<file path="src/rtl/core/sstfa_ram.sv">
// Generic single-port-write, single-port-read RAM with registered read data.
// No dependencies.
`timescale 1ns / 1ps

module sstfa_ram #(
    parameter int WIDTH = 8,
    parameter int DEPTH = 64,
    localparam int AW = (DEPTH > 1) ? $clog2(DEPTH) : 1
) (
    input  logic             i_clk,
    input  logic             i_we,
    input  logic [AW-1:0]    i_waddr,
    input  logic [WIDTH-1:0] i_wdata,
    input  logic             i_re,
    input  logic [AW-1:0]    i_raddr,
    output logic [WIDTH-1:0] o_rdata
);

    logic [WIDTH-1:0] r_mem [DEPTH];
    logic [WIDTH-1:0] r_rdata;

    // Read data holds its value while no read is issued.
    always_ff @(posedge i_clk) begin
        if (i_we) begin
            r_mem[i_waddr] <= i_wdata;
        end
        if (i_re) begin
            r_rdata <= r_mem[i_raddr];
        end
    end

    assign o_rdata = r_rdata;

endmodule

</file>
<file path="config.mk">
export PLATFORM = sky130hd
export DESIGN_NAME = sstfa_ram
export DESIGN_NICKNAME = d
export VERILOG_FILES = /design/src/rtl/core/sstfa_ram.sv
export SDC_FILE = /design/constraint.sdc
export NUM_CORES = 1
export LEC_CHECK = 0
export BUFFER_PORTS_ARGS = -buffer_cell sky130_fd_sc_hd__buf_2
export CORE_UTILIZATION = 60
export DETAILED_ROUTE_END_ITERATION = 10
export PLACE_DENSITY_LB_ADDON = 0.2
export SYNTH_ARGS = -nofsm -noshare
export SYNTH_HDL_FRONTEND = slang
export SYNTH_SLANG_ARGS = --single-unit
</file>
<file path="constraint.sdc">
create_clock -name i_clk -period 5.5 [get_ports i_clk]
set_clock_uncertainty 0.05 [all_clocks]
set_input_delay 0.55 -clock i_clk [delete_from_list [all_inputs] [get_ports i_clk]]
set_output_delay 0.55 -clock i_clk [all_outputs]
set_load 0.03 [all_outputs]
</file>
==> flow_summary.json, run 1 <==
{
  "outcome": "finished clean",
  "tritoncts": "done",
  "setup_ws_ns": 2.63,
  "combPwrFrac": 0.049,
  "cts_buffers": 49,
  "synth-warning-count": 0,
  "syn-cell-area_um2": 20200,
  "clk_path_buf_depth": 3,
  "end_kind": "flop",
  "period_needed_ns": 2.87,
  "p_seq_frac": 0.552,
  "grt_overflow": 0,
  "core_area_um2": 32900,
  "slew_violations": 0,
  "r2r_cells": 5,
  "syn_nets": 963,
  "hold_buffers": 0,
  "gp_congestion": 0.769,
  "finalSetupViolations": 0,
  "wl_per_cell_um": 28.9,
  "switching_share": 0.203,
  "first_iter_violations": 1127,
  "critPathKind": "in -> reg",
  "synth_top_area_share": 0.771,
  "total_power_mw": 8.00,
  "fp.dieW_um": 186,
  "wl_um": 42300,
  "track_usage": 0.258,
  "fmax_mhz": 348,
  "nNetsFinal": 1005,
  "clockPowerShare": 0.400,
  "worst_setup_path_start_kind": "input port",
  "hold_class": "in -> reg",
  "cpMostUsedCell": "buf_4",
  "cts_resized": 0,
  "htree_num_levels": 2,
  "routed_via_density": 6.54,
  "finalSetupTns_ns": 0,
  "cp_max_fo": 44,
  "synth_common_cells": "520 x edfxtp_1, 126 x mux4_2, 83 x nor2_1, 23 x mux2i_1, 19 x nand2_1",
  "synth_edf_count": 520,
  "fin_util": 0.677,
  "postCtsSetupRepairBufs": 0,
  "cts_root_buf": "clkbuf_16",
  "rows": 66,
  "synth_top_area_cell": "edfxtp_1",
  "rsz0062_at_grt": "no",
  "start_util": 0.616,
  "die_h_um": 186,
  "place_ws_ns": 2.04,
  "p_int_mw": 6.37,
  "ys.flop_type": "edfxtp_1",
  "seq_area_frac_synth": 0.771,
  "critical_path_arrival_ns": 3.10,
  "tightest_slew_ns": 1.20,
  "vias": 9567,
  "synth.most_common_cell": "edfxtp_1",
  "design_area_um2": 22300,
  "vdd_drop_max_uv": 263,
  "power_density_nw_per_um2": 359,
  "cts.sinks": 520,
  "required_ns": 5.73,
  "worstSetupPathDepth": 7,
  "clock_latency_ns": 0.56,
  "netlist-cell-type-count": 39,
  "grt_pass1_wl_um": 62600,
  "finalHoldViolations": 0,
  "path_clk_slew_ns": 0.06,
  "dr.pass1.iters": 6,
  "cp_top_family": "buffers and inverters",
  "hold-path-cell-count": 1,
  "cp_slowest_cell": "buf_4",
  "grt_pass1_vias": 9682,
  "switching_power_mw": 1.62,
  "grt_max_degree": 65,
  "synthTopCellsByArea": "edfxtp_1 77%, mux4_2 14%, nor2_1 1.5%",
  "drive_gt1_frac": 0.241,
  "crit_chain": "buf_4 -> buf_4 -> mux4_2 -> mux2_2 -> o221a_2 -> nor3_1 -> o32ai_1",
  "num_io_pins": 31,
  "ant_nets": 0,
  "synthCells": 940,
  "maxSlewHeadroom": 0.202,
  "avgSynthCellArea_um2": 21.5,
  "p_leak_nw": 6.88,
  "async_reset_ff_frac": 0,
  "port-buffer-count": 30,
  "grt_antenna_before_repair": 2,
  "slowest_delay_ns": 0.64,
  "maxCapViolations": 0,
  "drc": 0,
  "period_share": 0.523,
  "dieArea_um2": 34500,
  "ys_seq_elements": 520,
  "place_area_um2": 20700,
  "synthToLayoutAreaGrowth_pct": 9.97,
  "hpwl_um": 24900,
  "crit_buf_inv": 2
}
-- per-stage QoR --
| step | cells | hold slack [ns] |
|---|---|---|
| final | 1462 | 0.373 |
| after CTS | 1461 | 0.350 |
| after detailed placement | 1373 | 0.837 |
| after floorplan | 940 | 0.599 |
| after global routing | 1461 | 0.350 |
| after global placement | 1373 | 0.837 |
-- final timing paths --
| check | to | start | slack (ns) |
|---|---|---|---|
| max | o_rdata[6] | i_raddr[2] | 2.63 |
| min reg2reg | o_rdata[6] | r_mem[30][6] | 0.87 |
| min | o_rdata[3] | i_re | 0.37 |
| max reg2reg | o_rdata[4] | r_mem[21][4] | 3.17 |
-- flip-flops by register name (all words and copies together), names as in the netlist --
signal / count
r_mem: 512
o_rdata: 8
-- routing by layer --
layer / track usage / vias up / part of all wire / wire length (µm)
li1: - / 4014 / - / -
met1: 0.373 / 5035 / 0.41 / 17200
met2: 0.414 / 451 / 0.49 / 20700
met3: 0.0485 / 65 / 0.087 / 3670
met4: 0.0626 / 2 / 0.017 / 726
met5: 0 / - / 0.00031 / 13
-- power by group through the flow --
stage                     clock [mW]  sequential (mW)  combinational (mW)
final                           3.20             4.41               0.391
after floorplan                    0             4.50               0.234
after detailed placement           0             4.49               0.392
after global placement             0             4.49               0.387
after CTS                       3.23             4.41               0.394
after global routing            3.37             4.41               0.416
-- cell families (layout without fill, tap and decap cells) --
logic type / after synthesis / in the layout / share of synthesized area
other cells: 0 / 1 / 0
simple gates: 153 / 153 / 0.0337
flops: 520 / 520 / 0.771
compound gates: 54 / 54 / 0.0206
buf+inv: 51 / 130 / 0.0156
mux: 162 / 162 / 0.159
-- layout by cell type (no fill, tap or decap), drive strengths merged, types with 2 or more instances in the layout --
master	instances
o2bb2ai	3
a22oi	3
nand2	19
a2111oi	2
buf	41
o22ai	8
nor2	83
o41ai	2
o221a	2
nand4	2
o221ai	8
nand3b	3
a21oi	3
o32ai	2
a221oi	6
clkbuf	67
mux4	126
o21a	2
o2111ai	3
bufinv	3
a211oi	4
nand2b	7
nor4	2
edfxtp	520
mux2	13
o21ai	4
nor3	7
nor2b	14
nand3	13
mux2i	23
clkinv	16
clkinvlp	2
-- final cells by class --
cell class | instances | area [µm²]
flip-flops and latches | 520 | 15600
fillers | 2063 | 10600
well taps | 442 | 553
clock inverters | 22 | 181
diodes | 1 | 2.50
clock buffers | 66 | 1330
multi-input cells | 369 | 4320
repair buffers | 42 | 267
No activity file was read; power rests on OpenSTA's default activity.
==> run 2, diff against run 1 <==
clock period = 2.8 ns   (was 5.5 ns; I/O delays follow)
==> flow_summary.json, run 2 (synthesized netlist as in run 1, its figures left out) <==
{
  "cts.sinks": 520,
  "fp.dieW_um": 186,
  "clk_path_buf_depth": 3,
  "grt_antenna_before_repair": 2,
  "first_iter_violations": 1038,
  "cp_top_family": "multiplexers",
  "stdcell_count": 1564,
  "cp_max_fo": 1,
  "wl_um": 43100,
  "slowest_delay_ns": 0.50,
  "grt_pass1_vias": 10000,
  "drive_gt1_frac": 0.317,
  "crit_buf_inv": 0,
  "nNetsFinal": 1105,
  "fmax_mhz": 421,
  "wl_per_cell_um": 27.5,
  "crit_chain": "mux4_2 -> mux2_2 -> o221a_2 -> nor3_1 -> o32ai_1",
  "maxSlewHeadroom": 0.247,
  "finalSetupViolations": 0,
  "rsz0062_at_grt": "no",
  "synthToLayoutAreaGrowth_pct": 14.5,
  "gp_congestion": 0.828,
  "dp_cells": 1471,
  "dr.pass1.iters": 5,
  "min_from": "i_re",
  "outcome": "finished clean",
  "tritoncts": "done",
  "path_clk_slew_ns": 0.06,
  "cp_slowest_cell": "nor3_1",
  "start_util": 0.616,
  "grt_overflow": 0,
  "grt_pass1_wl_um": 63800,
  "most-common-layout-cells": "520 x edfxtp_1, 126 x mux4_2, 104 x buf_4",
  "core_area_um2": 32900,
  "largest_reg_flops": 512,
  "track_usage": 0.264,
  "rows": 66,
  "hpwl_um": 26700,
  "port-buffer-count": 30,
  "startpoint": "r_mem[28][4]",
  "htree_num_levels": 2,
  "postCtsSetupRepairBufs": 0,
  "period_needed_ns": 2.38,
  "routed_via_density": 6.33,
  "clock_latency_ns": 0.57,
  "worst_setup_path_start_kind": "flop",
  "vdd_drop_max_uv": 808,
  "critPathKind": "reg -> reg",
  "maxCapViolations": 0,
  "fillers": 1982,
  "power_density_nw_per_um2": 692,
  "tightest_slew_ns": 1.13,
  "largest-register": "r_mem",
  "num_io_pins": 31,
  "dieArea_um2": 34500,
  "period_share": 0.849,
  "critical_path_arrival_ns": 2.62,
  "hold_class": "in -> reg",
  "p_leak_nw": 7.48,
  "final_common_cell": "edfxtp_1",
  "vias": 9893,
  "finalSetupTns_ns": 0,
  "finalHoldViolations": 0,
  "die_h_um": 186,
  "cts_root_buf": "clkbuf_16",
  "ant_nets": 0,
  "cts_buffers": 50,
  "slew_violations": 0,
  "reg2reg_from": "r_mem[28][4]",
  "required_ns": 3.04,
  "drc": 0,
  "r2r_setup_slack_ns": 0.42,
  "end_kind": "flop",
  "grt_max_degree": 65
}
-- run 2: final timing paths --
kind | cells after the start | endpoint
max | 5 | o_rdata[4]
min | 1 | o_rdata[3]
max reg2reg | 5 | o_rdata[4]
min reg2reg | 4 | o_rdata[0]
-- run 2: stage by stage --
step,hold slack [ns],area (µm²),util,power [mW],setup WS [ns]
CTS,0.0544,23200,0.705,16.1,0.460
floorplan,0.329,20200,-,9.29,0.664
detailed placement,0.512,21600,0.656,9.66,0.0120
global placement,0.494,21600,0.656,9.64,0.0459
finish,0.0921,23200,0.705,16.1,0.422
global route,0.0778,23200,0.705,16.5,0.376
-- run 2: per-layer routing --
metal	global-route usage	vias up	part of all wire
li1	-	4218	-
met1	0.374	5127	0.40
met2	0.415	456	0.49
met3	0.0515	90	0.083
met4	0.0990	2	0.031
met5	0	-	0.00021
-- run 2: repair_timing --
item / in CTS / in global routing
resized for setup: 0 / 0
hold buffers: 1 / 0
endpoints found under the hold margin: 5 / 0
-- run 2: report_power, final --
group          internal (mW)  total (mW)  switching [mW]  leakage (nW)
clock network           3.80        6.56            2.76         0.787
registers               8.63        8.65          0.0215          4.69
logic                  0.335       0.842           0.507          2.01
total                   12.8        16.1            3.29          7.48
-- run 2: layout make-up --
class,count,area (µm²),area share
Antenna cell,1,2.50,0.000108
Sequential cell,520,15600,0.673
Tap cell,442,553,0.0239
Multi-Input combinational cell,369,4320,0.186
Clock inverter,32,294,0.0127
Timing Repair Buffer,141,1100,0.0474
Clock buffer,59,1310,0.0563
==> run 3, diff against run 2 <==
CORE_UTILIZATION = 56   (was 60)
clock period = 2.03 ns   (was 2.8 ns; I/O delays follow)
==> flow_summary.json, run 3 (synthesized netlist as in run 1, its figures left out) <==
{
  "core_area_um2": 35600,
  "grt_pass1_wl_um": 65900,
  "cts.sinks": 520,
  "final-seq-area_um2": 15600,
  "num_io_pins": 31,
  "cts_buffers": 51,
  "grt_max_degree": 65,
  "rows": 69,
  "maxCapViolations": 0,
  "cts_root_buf": "clkbuf_16",
  "synthToLayoutAreaGrowth_pct": 16.9,
  "routed_via_density": 6.30,
  "p_leak_nw": 7.74,
  "nNetsFinal": 1154,
  "largest-register": "r_mem",
  "vdd_drop_max_uv": 663,
  "routed.top_layer": "met4",
  "finalHoldViolations": 0,
  "dieArea_um2": 36900,
  "grt_antenna_before_repair": 1,
  "power_density_nw_per_um2": 927,
  "drive_gt1_frac": 0.350,
  "fin_util": 0.665,
  "final_common_cell": "edfxtp_1",
  "largest_reg_flops": 512,
  "fmax_mhz": 478,
  "failed_checks": "setup timing",
  "total_power_mw": 22.0,
  "critPathKind": "reg -> reg",
  "path_clk_slew_ns": 0.06,
  "ant_nets": 0,
  "wl_per_cell_um": 27.6,
  "die_h_um": 192,
  "critical_path_arrival_ns": 2.34,
  "maxSlewHeadroom": 0.186,
  "wirelength_met1_um": 18900,
  "drc": 0,
  "hold_class": "in -> reg",
  "cp_max_fo": 1,
  "grt_overflow": 0,
  "dr.pass1.iters": 5,
  "end_kind": "flop",
  "htree_num_levels": 2,
  "grt_pass1_vias": 10100,
  "worst_setup_path_start_kind": "flop",
  "finalSetupTns_ns": -0.129,
  "multi_input_area_um2": 4390,
  "outcome": "finished with violations",
  "fp.dieW_um": 192,
  "wl_met2_um": 20900,
  "finalSetupViolations": 3,
  "slew_violations": 0,
  "wl_um": 44900,
  "start_util": 0.569,
  "tritoncts": "done",
  "diodes": 0,
  "hpwl_um": 28200,
  "required_ns": 2.28,
  "tightest_slew_ns": 1.22,
  "fillers": 2269,
  "first_iter_violations": 1004,
  "dr_wl_met3_um": 3720,
  "most-common-layout-cells": "520 x edfxtp_1, 145 x buf_4, 126 x mux4_2",
  "clk_path_buf_depth": 3,
  "postCtsSetupRepairBufs": 0,
  "gp_congestion": 0.828,
  "setup_ws_ns": -0.0636,
  "period_needed_ns": 2.09,
  "period_share": 1.03,
  "clock_latency_ns": 0.58,
  "track_usage": 0.254,
  "vias": 10300,
  "port-buffer-count": 30,
  "rsz0062_at_grt": "yes"
}
run 3: cell count changes in the layout (fill, tap and decap cells not counted), moves of 2 or more:
| cell | delta |
|---|---|
| nor2_4 | +2 |
| clkinv_2 | -3 |
| nor3_2 | +2 |
| buf_4 | +41 |
| nor3_1 | -3 |
| nor2_1 | -3 |
| buf_12 | +7 |
| bufinv_16 | -3 |
| a221oi_1 | -2 |
| a221oi_2 | +2 |
run 3: routing by layer:
metal / GRT usage / vias up
met4: 0.0875 / 0
met3: 0.0473 / 89
met5: 0 / -
li1: - / 4326
met2: 0.380 / 483
met1: 0.381 / 5353
run 3: where the power goes:
part	switching [mW]	leakage (nW)	internal, mW	total (mW)
combinational	0.744	2.30	0.543	1.29
clock	3.79	0.755	4.93	8.72
sequential	0.0319	4.69	11.9	11.9
total	4.57	7.74	17.4	22.0
run 3: final timing paths:
| path | start | end | slack (ns) | cells after the start |
|---|---|---|---|---|
| max | r_mem[15][2] | o_rdata[2] | -0.06 | 5 |
| min | i_wdata[2] | r_mem[24][2] | 0.07 | 1 |
| max reg2reg | r_mem[15][2] | o_rdata[2] | -0.06 | 5 |
| min reg2reg | r_mem[31][4] | o_rdata[4] | 0.89 | 3 |
run 3: metrics by stage:
stage	area (µm²)	setup WS [ns]	hold slack, ns	std cells
after floorplan	20300	0.0305	0.252	940
after global placement	22000	-0.400	0.522	1538
after detailed placement	22000	-0.423	0.527	1538
after CTS	23600	-0.0579	0.0619	1628
after global routing	23700	-0.0933	0.0852	1628
final	23700	-0.0636	0.0704	1628
run 3: worst max-delay path, stage by stage, from the launching register on:
cell	delay (ns)
edfxtp_1	0.37
mux4_2	0.52
mux4_2	0.55
nor2_4	0.12
nor3_2	0.05
o2bb2ai_1	0.14
run 3: layout make-up:
| class | instances | area share |
|---|---|---|
| timing repair buffer | 189 | 0.0654 |
| clock buffer | 61 | 0.0564 |
| tap | 461 | 0.0244 |
| multi-input combinational | 369 | 0.185 |
| sequential | 520 | 0.660 |
| clock inverter | 28 | 0.00883 |
run 3: repair_timing:
item                                   in CTS  in global routing
gates resized for setup                    10                  6
hold buffers                                1                  0
setup endpoints to repair                   4                  7
pin swaps                                   2                  0
endpoints found under the hold margin       8                  0
